===== config.mk =====
export PLATFORM = sky130hd
export DESIGN_NAME = rc_stick_normalizer_failsafe
export DESIGN_NICKNAME = d
export VERILOG_FILES = /design/src/sv/rsn_pkg.sv /design/src/sv/rsn_in_reg.sv /design/src/sv/rsn_core.sv /design/src/sv/rc_stick_normalizer_failsafe.sv
export SDC_FILE = /design/constraint.sdc
export NUM_CORES = 2
export LEC_CHECK = 0
export BUFFER_PORTS_ARGS = -buffer_cell sky130_fd_sc_hd__buf_2
export CORE_UTILIZATION = 64
export CTS_BUF_LIST = sky130_fd_sc_hd__clkbuf_16
export CTS_CLUSTER_DIAMETER = 50
export DETAILED_ROUTE_END_ITERATION = 7
export GPL_TIMING_DRIVEN = 0
export MAX_ROUTING_LAYER = met4
export PLACE_DENSITY = 0.86
export REMOVE_ABC_BUFFERS = 1
export SYNTH_ARGS = -nofsm -noshare
export SYNTH_HDL_FRONTEND = slang
export SYNTH_SLANG_ARGS = --single-unit
export TNS_END_PERCENT = 10

===== constraint.sdc =====
create_clock -name clock -period 11.4 [get_ports clock]
set_clock_uncertainty 0.2 [all_clocks]
set_input_delay 2.28 -clock clock [delete_from_list [all_inputs] [get_ports clock]]
set_output_delay 2.28 -clock clock [all_outputs]
set_load 0.005 [all_outputs]

===== src/sv/rsn_pkg.sv =====
// Shared types, constants and the stick scaling function for the RC stick
// normalizer with loss-of-signal failsafe. No dependencies.
`default_nettype none

package rsn_pkg;

   // Fixed-point format of the stick outputs
   localparam int FRACTION_BITS = 14;
   localparam int STICK_W       = FRACTION_BITS + 2;   // signed, -1.0 .. +1.0
   localparam int THROTTLE_W    = FRACTION_BITS + 1;   // unsigned, 0 .. +1.0
   localparam int Q_W           = FRACTION_BITS + 1;   // clamped magnitude

   // Field widths
   localparam int TICK_W      = 32;
   localparam int WIDTH_W     = 12;
   localparam int THRESH_W    = 12;
   localparam int TIMEOUT_W   = 16;
   localparam int CSR_DATA_W  = 16;
   localparam int REQ_DATA_W  = 96;   // 92 bits of fields, padded to bytes
   localparam int RSP_DATA_W  = 72;   // 65 bits of fields, padded to bytes

   // Pulse width centers and spans in microseconds
   localparam logic [WIDTH_W-1:0] STICK_CENTER    = 12'd1500;
   localparam logic [WIDTH_W-1:0] THROTTLE_CENTER = 12'd1000;
   localparam int RANGE_W = 10;
   localparam logic [RANGE_W-1:0] STICK_RANGE     = 10'd500;
   localparam logic [RANGE_W-1:0] THROTTLE_RANGE  = 10'd1000;

   // Reciprocal scaling: floor(x / R) == (x * ceil(2^K / R)) >> K holds
   // exactly while x * R < 2^K; x <= R << FRACTION_BITS and R < 2^10.
   localparam int RECIP_SHIFT = FRACTION_BITS + 2 * RANGE_W;
   // Both spans are at least 256, so the reciprocal fits K - 8 bits
   localparam int RECIP_W = RECIP_SHIFT - 8;
   localparam logic [RECIP_W-1:0] STICK_RECIP =
      RECIP_W'(((64'd1 << RECIP_SHIFT) + 64'd499) / 64'd500);
   localparam logic [RECIP_W-1:0] THROTTLE_RECIP =
      RECIP_W'(((64'd1 << RECIP_SHIFT) + 64'd999) / 64'd1000);
   localparam int PROD_W = RANGE_W + FRACTION_BITS + RECIP_W;

   localparam logic [Q_W-1:0] Q_ONE = Q_W'(1) << FRACTION_BITS;

   // Configuration register indexes
   typedef enum logic [0:0] {
      CSR_ARM_THRESHOLD = 1'b0,
      CSR_LOSS_TIMEOUT  = 1'b1
   } csr_index_type;

   localparam logic [THRESH_W-1:0]  ARM_THRESHOLD_RESET = 12'd1500;
   localparam logic [TIMEOUT_W-1:0] LOSS_TIMEOUT_RESET  = 16'd150;

   // One service period request
   typedef struct packed {
      logic [WIDTH_W-1:0] arm_width;
      logic [WIDTH_W-1:0] yaw_width;
      logic [WIDTH_W-1:0] throttle_width;
      logic [WIDTH_W-1:0] pitch_width;
      logic [WIDTH_W-1:0] roll_width;
      logic               frame_ok;
      logic [TICK_W-1:0]  now_ticks;
   } req_item_type;

   // One response
   typedef struct packed {
      logic                       failsafe_out;
      logic                       armed_out;
      logic signed [STICK_W-1:0]  yaw_out;
      logic [THROTTLE_W-1:0]      throttle_out;
      logic signed [STICK_W-1:0]  pitch_out;
      logic signed [STICK_W-1:0]  roll_out;
   } rsp_item_type;

   // Configuration write bundle
   typedef struct packed {
      logic                  we;
      csr_index_type         addr;
      logic [CSR_DATA_W-1:0] wdata;
   } csr_write_type;

   // ((w - center) << FRACTION_BITS) / range, truncated toward zero and
   // clamped to one; negative values go to zero unless allow_neg is set.
   function automatic logic signed [STICK_W-1:0] fit_width(
      input logic [WIDTH_W-1:0] w,
      input logic [WIDTH_W-1:0] center,
      input logic [RANGE_W-1:0] range,
      input logic [RECIP_W-1:0] recip,
      input logic               allow_neg
   );
      logic signed [WIDTH_W:0]          diff;
      logic                             neg;
      logic [WIDTH_W-1:0]               mag;
      logic [RANGE_W+FRACTION_BITS-1:0] scaled;
      logic [PROD_W-1:0]                prod;
      logic [Q_W-1:0]                   q;
      logic signed [STICK_W-1:0]        q_ext;
      diff = $signed({1'b0, w}) - $signed({1'b0, center});
      neg  = diff[WIDTH_W];
      mag  = neg ? WIDTH_W'(-diff) : WIDTH_W'(diff);
      scaled = {mag[RANGE_W-1:0], {FRACTION_BITS{1'b0}}};
      prod   = PROD_W'(scaled) * PROD_W'(recip);
      if (mag >= WIDTH_W'(range)) begin
         q = Q_ONE;
      end else begin
         q = prod[RECIP_SHIFT +: Q_W];
      end
      q_ext = $signed(STICK_W'(q));
      if (neg) begin
         fit_width = allow_neg ? -q_ext : '0;
      end else begin
         fit_width = q_ext;
      end
   endfunction

endpackage

`default_nettype wire


===== src/sv/rsn_in_reg.sv =====
// Request input register of the RC stick normalizer.
// Depends on rsn_pkg for the request item type.
`default_nettype none

module rsn_in_reg import rsn_pkg::*; (
   input  wire logic         clock,
   input  wire logic         reset,
   input  wire logic         req_valid,
   output logic              req_ready,
   input  wire req_item_type req_item,
   output logic              item_valid,
   input  wire logic         item_ready,
   output req_item_type      item
);

   logic         valid_ff, valid_in;
   req_item_type item_ff;

   // Take a new request when empty or when the held one moves on
   assign req_ready = !valid_ff || item_ready;
   assign valid_in  = req_ready ? req_valid : valid_ff;

   always_ff @(posedge clock) begin
      if (reset) begin
         valid_ff <= 1'b0;
      end else begin
         valid_ff <= valid_in;
      end
   end

   always_ff @(posedge clock) begin
      if (req_ready && req_valid) begin
         item_ff <= req_item;
      end
   end

   assign item_valid = valid_ff;
   assign item       = item_ff;

endmodule

`default_nettype wire


===== src/sv/rsn_core.sv =====
// Stick scaling, arming, failsafe state and response register of the RC stick
// normalizer. Depends on rsn_pkg for types, constants and fit_width.
`default_nettype none

module rsn_core import rsn_pkg::*; (
   input  wire logic          clock,
   input  wire logic          reset,
   input  wire csr_write_type csr,
   input  wire logic          item_valid,
   output logic               item_ready,
   input  wire req_item_type  item,
   output logic               rsp_valid,
   input  wire logic          rsp_ready,
   output rsp_item_type       rsp
);

   logic [THRESH_W-1:0]  arm_threshold_ff;
   logic [TIMEOUT_W-1:0] loss_timeout_ff;

   logic [TICK_W-1:0]         last_tick_ff, last_tick_in;
   logic signed [STICK_W-1:0] roll_ff, roll_in;
   logic signed [STICK_W-1:0] pitch_ff, pitch_in;
   logic signed [STICK_W-1:0] yaw_ff, yaw_in;
   logic [THROTTLE_W-1:0]     throttle_ff, throttle_in;
   logic                      armed_ff, armed_in;
   logic                      out_valid_ff, out_valid_in;
   rsp_item_type              rsp_ff, rsp_in;

   logic                      advance;
   logic                      fail;
   logic [TICK_W-1:0]         elapsed;
   logic signed [STICK_W-1:0] roll_fit, pitch_fit, yaw_fit, throttle_fit;

   // Configuration registers
   always_ff @(posedge clock) begin
      if (reset) begin
         arm_threshold_ff <= ARM_THRESHOLD_RESET;
         loss_timeout_ff  <= LOSS_TIMEOUT_RESET;
      end else if (csr.we) begin
         unique case (csr.addr)
            CSR_ARM_THRESHOLD: arm_threshold_ff <= csr.wdata[THRESH_W-1:0];
            CSR_LOSS_TIMEOUT:  loss_timeout_ff  <= csr.wdata[TIMEOUT_W-1:0];
            default: ;
         endcase
      end
   end

   // Move on when the response register is free or being drained
   assign item_ready = !out_valid_ff || rsp_ready;
   assign advance    = item_valid && item_ready;

   // Scaled sticks for a fresh frame
   assign roll_fit     = fit_width(item.roll_width, STICK_CENTER, STICK_RANGE,
                                   STICK_RECIP, 1'b1);
   assign pitch_fit    = fit_width(item.pitch_width, STICK_CENTER, STICK_RANGE,
                                   STICK_RECIP, 1'b1);
   assign yaw_fit      = fit_width(item.yaw_width, STICK_CENTER, STICK_RANGE,
                                   STICK_RECIP, 1'b1);
   assign throttle_fit = fit_width(item.throttle_width, THROTTLE_CENTER,
                                   THROTTLE_RANGE, THROTTLE_RECIP, 1'b0);

   // Failsafe: no frame this period and elapsed time above loss_timeout
   assign elapsed = item.now_ticks - last_tick_ff;
   assign fail    = !item.frame_ok && (elapsed > TICK_W'(loss_timeout_ff));

   // Next held state
   always_comb begin
      last_tick_in = last_tick_ff;
      roll_in      = roll_ff;
      pitch_in     = pitch_ff;
      yaw_in       = yaw_ff;
      throttle_in  = throttle_ff;
      armed_in     = armed_ff;
      if (advance) begin
         if (item.frame_ok) begin
            last_tick_in = item.now_ticks;
            roll_in      = roll_fit;
            pitch_in     = pitch_fit;
            yaw_in       = yaw_fit;
            throttle_in  = throttle_fit[THROTTLE_W-1:0];
            armed_in     = item.arm_width > arm_threshold_ff;
         end
         if (fail) begin
            roll_in     = '0;
            pitch_in    = '0;
            yaw_in      = '0;
            throttle_in = '0;
            armed_in    = 1'b0;
         end
      end
   end

   always_ff @(posedge clock) begin
      if (reset) begin
         last_tick_ff <= '0;
         roll_ff      <= '0;
         pitch_ff     <= '0;
         yaw_ff       <= '0;
         throttle_ff  <= '0;
         armed_ff     <= 1'b0;
      end else begin
         last_tick_ff <= last_tick_in;
         roll_ff      <= roll_in;
         pitch_ff     <= pitch_in;
         yaw_ff       <= yaw_in;
         throttle_ff  <= throttle_in;
         armed_ff     <= armed_in;
      end
   end

   // Response register
   always_comb begin
      rsp_in.roll_out     = roll_in;
      rsp_in.pitch_out    = pitch_in;
      rsp_in.throttle_out = throttle_in;
      rsp_in.yaw_out      = yaw_in;
      rsp_in.armed_out    = armed_in;
      rsp_in.failsafe_out = fail;
   end

   assign out_valid_in = advance || (out_valid_ff && !rsp_ready);

   always_ff @(posedge clock) begin
      if (reset) begin
         out_valid_ff <= 1'b0;
      end else begin
         out_valid_ff <= out_valid_in;
      end
   end

   always_ff @(posedge clock) begin
      if (advance) begin
         rsp_ff <= rsp_in;
      end
   end

   assign rsp_valid = out_valid_ff;
   assign rsp       = rsp_ff;

   // A failsafe response carries zeroed commands and disarms
   a_fail_zero: assert property (@(posedge clock) disable iff (reset)
      (out_valid_ff && rsp_ff.failsafe_out) |->
         (rsp_ff.roll_out == '0 && rsp_ff.pitch_out == '0 && rsp_ff.yaw_out == '0
          && rsp_ff.throttle_out == '0 && !rsp_ff.armed_out))
      else $error("failsafe response with nonzero commands");

   // Held state only changes when a request is processed
   a_state_hold: assert property (@(posedge clock) disable iff (reset)
      !advance |=> ($stable(last_tick_ff) && $stable(roll_ff) && $stable(armed_ff)))
      else $error("held state changed without a request");

   // Throttle stays within zero to one
   a_throttle_range: assert property (@(posedge clock) disable iff (reset)
      throttle_ff <= THROTTLE_W'(Q_ONE))
      else $error("throttle above full scale");

   // Roll stays within minus one to one
   a_roll_range: assert property (@(posedge clock) disable iff (reset)
      (roll_ff <= $signed(STICK_W'(Q_ONE))) && (roll_ff >= -$signed(STICK_W'(Q_ONE))))
      else $error("roll out of range");

   // The last frame tick only moves on a frame
   a_tick_on_frame: assert property (@(posedge clock) disable iff (reset)
      (advance && !item.frame_ok) |=> $stable(last_tick_ff))
      else $error("frame time changed without a frame");

endmodule

`default_nettype wire


===== src/sv/rc_stick_normalizer_failsafe.sv =====
// RC stick normalizer with failsafe; depends on rsn_pkg, rsn_in_reg, rsn_core.
// A request passes the input register, then the response register, before its
// response is valid. Throughput one request per cycle while rsp_tready holds,
// one response per request; a stalled response holds the core while the input
// register takes one more request. Synchronous active-high reset clears held
// sticks, armed and last frame tick; arm_threshold to 1500, loss_timeout to 150.
`default_nettype none

module rc_stick_normalizer_failsafe import rsn_pkg::*; (
   input  wire logic                  clock,
   input  wire logic                  reset,
   // tdata: now_ticks[31:0], roll_width[43:32], pitch_width[55:44],
   //        throttle_width[67:56], yaw_width[79:68], arm_width[91:80], zero pad
   input  wire logic [REQ_DATA_W-1:0] req_tdata,
   // tuser: frame_ok
   input  wire logic                  req_tuser,
   input  wire logic                  req_tvalid,
   output logic                       req_tready,
   // tdata: roll_out[15:0], pitch_out[31:16], throttle_out[46:32],
   //        yaw_out[62:47], armed_out[63], failsafe_out[64], zero pad
   output logic [RSP_DATA_W-1:0]      rsp_tdata,
   output logic                       rsp_tvalid,
   input  wire logic                  rsp_tready,
   input  wire logic                  csr_we,
   input  wire logic                  csr_addr,
   input  wire logic [CSR_DATA_W-1:0] csr_wdata
);

   req_item_type  req_item, item;
   rsp_item_type  rsp;
   csr_write_type csr;
   logic          item_valid, item_ready;

   // Unpack the request
   always_comb begin
      req_item.now_ticks      = req_tdata[TICK_W-1:0];
      req_item.frame_ok       = req_tuser;
      req_item.roll_width     = req_tdata[TICK_W +: WIDTH_W];
      req_item.pitch_width    = req_tdata[TICK_W + WIDTH_W +: WIDTH_W];
      req_item.throttle_width = req_tdata[TICK_W + 2*WIDTH_W +: WIDTH_W];
      req_item.yaw_width      = req_tdata[TICK_W + 3*WIDTH_W +: WIDTH_W];
      req_item.arm_width      = req_tdata[TICK_W + 4*WIDTH_W +: WIDTH_W];
   end

   always_comb begin
      csr.we    = csr_we;
      csr.addr  = csr_index_type'(csr_addr);
      csr.wdata = csr_wdata;
   end

   rsn_in_reg u_in_reg (
      .clock      (clock),
      .reset      (reset),
      .req_valid  (req_tvalid),
      .req_ready  (req_tready),
      .req_item   (req_item),
      .item_valid (item_valid),
      .item_ready (item_ready),
      .item       (item)
   );

   rsn_core u_core (
      .clock      (clock),
      .reset      (reset),
      .csr        (csr),
      .item_valid (item_valid),
      .item_ready (item_ready),
      .item       (item),
      .rsp_valid  (rsp_tvalid),
      .rsp_ready  (rsp_tready),
      .rsp        (rsp)
   );

   // Pack the response, fields from the low bits up
   assign rsp_tdata = {{(RSP_DATA_W - $bits(rsp_item_type)){1'b0}}, rsp};

endmodule

`default_nettype wire

---- After elaboration in Yosys (flattened, before gate mapping) ----
Index checks and enable logic that the tools add are counted.
storage, ports and cells
  bits in registers ....................... 284
  input port bits ......................... 119
  output and inout port bits .............. 74
  word-level logic and storage cells ...... 87
cells by class
  add/subtract/negate cells ............... 12
  multipliers ............................. 4
  $lt $le $gt $ge ......................... 6
  mux-type cells .......................... 27
  bitwise logic cells ..................... 1
  reductions and logical operators ........ 14
operators by type and width
  kind                                                                      count
  16-bit two-way mux                                                        12
  15-bit two-way mux                                                        8
  10-bit by 26-bit multiplier with 35-bit output (second input constant)    3
  12-bit two-way mux                                                        4
  12-bit negator                                                            4
  15-bit negator with 16-bit output                                         3
  12-bit by 11-bit subtractor with 13-bit output (second input constant)    3
  12-bit by 9-bit >= comparator with 1-bit output (second input constant)   3
  10-bit by 24-bit multiplier with 34-bit output (second input constant)    1
  32-bit by 16-bit greater-than comparator with 1-bit output                1
  32-bit subtractor                                                         1
  12-bit by 10-bit subtractor with 13-bit output (second input constant)    1
  12-bit by 10-bit >= comparator with 1-bit output (second input constant)  1
  12-bit greater-than comparator                                            1
  2-bit AND reduction                                                       3
  1-bit logical AND                                                         4
  1-bit logical NOT                                                         4
  1-bit logical OR                                                          3
  1-bit two-way mux                                                         3
  1-bit inverter                                                            1

---- Logic depth before layout (Yosys ltp) ----
  depth in word-level cells ............... 10
  depth in mapped cells ................... 34
  gate-level depth less buffers ........... 33

---- Hierarchy ----
A second synthesis with hierarchy kept.
unflattened totals
  cells, all modules ...................... 3,467
  area total of the unflattened synthesis .. 31,370.1 um2
modules (own cells, without submodules)
  module                        times used  cells each  area an instance (um2)  seq. area each (um2)
  rsn_core                      1           3,361       28,466.1                4,454.3
  rsn_in_reg                    1           98          2,847.7                 2,812.7
  rc_stick_normalizer_failsafe  1           8           56.3                    0.0

---- Worst setup path after synthesis ----
No wires, ideal clock.
  path kind ............................... register to register
  from .................................... reg u_in_reg.item_ff (netlist bit u_in_reg.item[47])
  to ...................................... reg u_core.rsp_ff (netlist bit u_core.rsp[26]) (data pin)
  library setup time ...................... 0.256 ns
  arrival ................................. 7.765 ns
  data required time ...................... 10.944 ns
  slack ................................... 3.179 ns
  stages on the path, launching flop included .. 33
  buffers on the path ..................... 3
  period minus slack after synthesis ...... 8.221 ns
  path through ............................ edfxtp_1 -> ha_1 -> buf_2 -> a21oi_4 -> o21a_1 -> buf_4 -> clkbuf_1 -> o21ai_0 -> a211o_1 -> xnor2_1 -> inv_1 -> ha_1 -> fa_1 -> inv_1 -> fa_1 -> fa_1 -> inv_1 -> fa_1 -> ha_1 -> a21oi_1 -> a2111oi_0 -> a22oi_1 -> a211o_1 -> nor2b_1 -> xnor2_1 -> nand2_1 -> ha_1 -> a21boi_0 -> a41oi_1 -> nand2b_1 -> or3_1 -> nand4b_1 -> a22o_1
between the ends
  cells in the longest elaborated chain, start to end .. 10
  elaborated cells between the ends (all ways) .. 11
  those cells by class .................... add/sub (3); mul (1); order compare (1); mux (6)
ends and longest elaborated chain
  what                                                                                                               line                           source
  from (decl)                                                                                                        rsn_in_reg.sv:17               req_item_type item_ff;
  from (signal assigned)                                                                                             rsn_in_reg.sv:33               item_ff <= req_item;
  12-bit by 11-bit subtractor with 13-bit output *                                                                   rsn_pkg.sv:95                  diff = $signed({1'b0, w}) - $signed({1'b0, center});
  12-bit negator                                                                                                     rsn_pkg.sv:97                  mag = neg ? WIDTH_W'(-diff) : WIDTH_W'(diff);
  12-bit two-way mux                                                                                                 rsn_pkg.sv:97
  10-bit by 26-bit multiplier with 35-bit output or 12-bit by 9-bit >= comparator with 1-bit output (tied branches)  rsn_pkg.sv:99, rsn_pkg.sv:100
  15-bit two-way mux                                                                                                 rsn_pkg.sv:100                 if (mag >= WIDTH_W'(range)) begin
  15-bit negator with 16-bit output                                                                                  rsn_pkg.sv:107                 fit_width = allow_neg ? -q_ext : '0;
  16-bit two-way mux *                                                                                               rsn_pkg.sv:106                 if (neg) begin
  16-bit two-way mux *                                                                                               rsn_core.sv:75                 if (item.frame_ok) begin
  16-bit two-way mux *                                                                                               rsn_core.sv:83                 if (fail) begin
  16-bit two-way mux *                                                                                               rsn_core.sv:74                 if (advance) begin
  named net u_core.pitch_in[10]                                                                                      rsn_core.sv:22                 logic signed [STICK_W-1:0] pitch_ff, pitch_in;
  to (signal assigned)                                                                                               rsn_core.sv:133                rsp_ff <= rsp_in;
  to (decl)                                                                                                          rsn_core.sv:27                 rsp_item_type rsp_ff, rsp_in;
Mark *: on every way through the listed nets, which the timed path passes. The rest lies on a longest branch.
A chain may end at the register's enable or synchronous reset.

---- Worst setup path after layout ----
  from .................................... reg u_in_reg.item_ff (netlist bit u_in_reg.item[71])
  to ...................................... reg u_core.rsp_ff (netlist bit u_core.rsp[59]) (data pin)
between the ends
  cells in the longest elaborated chain, start to end .. 10
  elaborated cells between the ends (all ways) .. 11
  those cells by class .................... add/sub (3); mul (1); order compare (1); mux (6)
ends and longest elaborated chain
  what                                                                                                               line                           source
  12-bit by 11-bit subtractor with 13-bit output *                                                                   rsn_pkg.sv:95
  12-bit negator                                                                                                     rsn_pkg.sv:97
  12-bit two-way mux                                                                                                 rsn_pkg.sv:97
  10-bit by 26-bit multiplier with 35-bit output or 12-bit by 9-bit >= comparator with 1-bit output (tied branches)  rsn_pkg.sv:99, rsn_pkg.sv:100
  15-bit two-way mux                                                                                                 rsn_pkg.sv:100
  15-bit negator with 16-bit output                                                                                  rsn_pkg.sv:107
  16-bit two-way mux *                                                                                               rsn_pkg.sv:106
  16-bit two-way mux *                                                                                               rsn_core.sv:75
  16-bit two-way mux *                                                                                               rsn_core.sv:83
  16-bit two-way mux *                                                                                               rsn_core.sv:74
  named net u_core.yaw_in[12]                                                                                        rsn_core.sv:23                 logic signed [STICK_W-1:0] yaw_ff, yaw_in;
Marks and branches as above.

==> results.py <==
metrics = {
    "worst_setup_path": {
        "path_buf_inv": 3,
        "required_ps": 11460,
        "crit_arrival_ps": 10010,
        "regToRegEndpoint": "u_core.rsp[59]$_DFFE_PP_",
        "slowest_stage": "o21ai_1",
        "r2r_start": "u_in_reg.item[71]$_DFFE_PP_",
        "slowest_delay_ps": 1010,
        "worstSetupPathType": "flip-flop to flip-flop",
        "critPathLaunch": "u_in_reg.item[71]$_DFFE_PP_",
        "worst_r2r_path_depth": 28,
        "rrSetupSlack_ps": 1460,
        "cp_top_family": "compound AO/OA/AOI/OAI gates",
        "critPathCaptureType": "flip-flop",
        "cp_max_fo": 17,
        "worstSetupStartpointType": "flip-flop",
    },
    "min_path": {
        "whs_path_depth": 2,
        "hp-start": "u_core.last_tick_ff[17]$_SDFFE_PP0P_",
        "whs_endpoint": "u_core.last_tick_ff[17]$_SDFFE_PP0P_",
        "hp-class": "flip-flop to flip-flop",
    },
    "detailed_routing": {
        "drc": 0,
        "num_vias": 25410,
        "via_per_inst": 6.051,
        "dr.pass1.iters": 6,
        "drtIter0Drc": 1891,
        "wl_per_cell_um": 18.35,
        "drt.antenna.violating_nets": 0,
        "routed_wl_um": 77070,
    },
    "synth": {
        "synth_seq_cells": 284,
        "yosys-top-cells-area": "ha_1 20%, edfxtp_1 15%, fa_1 13%",
        "yosysTopAreaCell": "ha_1",
        "syn-instance-count": 3424,
        "synth_warnings": 0,
        "yosysTopAreaCellShare_pct": 19.97,
        "synth_area_sq_um": 31010,
        "synth_edf_count": 158,
        "postSynth.asyncResetShare_pct": 0,
        "synth-seq-area-share_pct": 23.43,
        "yosysUniqueCellTypes": 104,
        "syn_avg_cell_area_sq_um": 9.057,
        "synth_flop_cell": "edfxtp_1",
    },
    "clocking": {
        "cts_tree": "done",
        "ctsLongestPathBuffers": 3,
        "holdBufCountCts": 0,
        "cts_buffers": 36,
        "cts_setup_buffers": 0,
        "clock-root-buffer": "clkbuf_16",
        "h-tree-depth": 2,
        "cts.sinks": 284,
        "insertion_delay_ps": 550,
        "cts_resized": 0,
        "clk_pin_slew_ps": 60,
    },
    "finish": {
        "multi_input_area_sq_um": 21300,
        "regArea_sq_um": 7267,
        "layout-drive-gt1-share_pct": 8.796,
        "post-route-cell-area_sq_um": 33660,
        "final_cell_mix": "535 x inv_1, 495 x ha_1, 313 x nand2_1, 219 x a21oi_1, 198 x fa_1",
        "syn_to_final_growth_pct": 8.533,
        "nFillCells": 3589,
        "mostFrequentLayoutCell": "inv_1",
        "final_nets": 4366,
    },
    "global_route": {
        "grt-ovfl-total": 0,
        "grt_usage_pct": 32.38,
        "grt_pass1_wl_um": 126500,
        "grt_pass1_vias": 25300,
        "grt_max_degree": 64,
        "antenna_found_initial": 1,
    },
    "die": {
        "die-area_sq_um": 49340,
        "chipHeight_um": 222.1,
        "core_region_area_sq_um": 47750,
        "io_pins": 193,
        "initial_core_util_pct": 64.95,
        "die_x_um": 222.1,
        "placementRows": 80,
    },
    "timing": {
        "max_freq_mhz": 100.6,
        "min_period_ps": 9942,
        "fin_ws_ps": 1458,
        "relSlewSlack_pct": 14.02,
        "tns_ps": 0,
        "rsz0062_at_grt": "false",
        "slew_viol_final": 0,
        "hold_viol_final": 0,
        "finalSetupViolations": 0,
        "hold-worst-slack_ps": 253.6,
        "fin_crit_sh_pct": 87.21,
        "tightestPinTransition_ps": 1281,
    },
    "placed_design": {
        "hpwl_um": 61010,
        "gp_congestion": 1.022,
        "pre_cts_ws_ps": 1512,
        "port_buffers": 181,
        "dpl_cell_area_sq_um": 32430,
    },
    "run": {
        "cap_violations": 0,
    },
    "outcome": {
        "status": "completed",
    },
}
-- worst max path at each step --
stage,to,slack [ps],depth (start not counted)
after global routing,u_core.rsp[59]$_DFFE_PP_,740,28
after global placement,u_core.pitch_ff[13]$_SDFF_PP0_,-1430,7
after floorplan,u_core.pitch_ff[11]$_SDFF_PP0_,2770,6
after detailed placement,u_core.rsp[59]$_DFFE_PP_,1510,28
after CTS,u_core.rsp[59]$_DFFE_PP_,1460,28
final,u_core.rsp[59]$_DFFE_PP_,1460,28
-- metal layers --
metal	up-vias	wire length [um]	track usage, %
met5	-	0	-
li1	12234	-	-
met1	12086	33270	41.16
met3	169	4952	4.241
met2	921	36190	53.03
met4	0	2652	11.40
-- cell families (layout without fill, tap and decap cells) --
family	count (synthesis)	in the layout	synth area share, %
flip-flops	284	284	23.43
AO/OA/AOI/OAI	779	779	17.16
adder cells (fa/ha/maj)	693	693	32.75
buffers and inverters	635	786	8.017
multiplexers	26	26	0.9199
XOR/XNOR	141	141	3.982
other	1	10	0.01209
AND/OR/NAND/NOR	865	865	13.72
-- synth_stat cells, types with 46 or more instances --
library cell,n
nor2_1,161
dfxtp_1,126
ha_1,495
nand2_1,314
edfxtp_1,158
nand4_1,48
o21ai_0,125
clkbuf_1,71
nor2b_1,56
xnor2_1,84
nor3_1,52
fa_1,198
a21oi_1,219
a22o_1,46
a21o_1,50
xor2_1,57
inv_1,531
-- sequential cells by signal (all words and copies together), names as in the netlist --
name and count:
u_core.rsp 65, u_in_reg.item_valid 1, u_core.yaw_ff 16, u_in_reg.item 93, u_core.pitch_ff 16, u_core.rsp_valid 1
u_core.roll_ff 16, u_core.last_tick_ff 32, u_core.arm_threshold_ff 12, u_core.loss_timeout_ff 16, u_core.throttle_ff 15, u_core.armed_ff 1
-- worst register-to-register path, delay by kind of cell (launching register included) --
family | cells | cell delay (ps)
DFF | 1 | 510
adders and majority gates | 7 | 3240
xor gates and xnor gates | 1 | 450
and+or+nand+nor | 4 | 1290
buffers and inverters | 3 | 440
muxes | 1 | 210
AOI/OAI and AO/OA | 12 | 3330
-- per-stage QoR --
step / util [%] / cells
4_1_cts: 70.48 / 4196
5_1_grt: 70.48 / 4196
6_report: 70.49 / 4199
3_3_place_gp: 67.47 / 4122
3_5_place_dp: 67.93 / 4131
2_1_floorplan: - / 3326
-- area by class of cell --
type                            instances  area share (%)
Multi-Input combinational cell       2511           63.29
Clock inverter                         24          0.5688
Tap cell                              615           2.286
Clock buffer                           41           3.048
Timing Repair Buffer                  190           3.275
Sequential cell                       284           21.59
Inverter                              531           5.922
Antenna cell                            3         0.02230
Power is not shown: default switching activity piles up to over one toggle a cycle in this logic, so the estimate is an artifact.
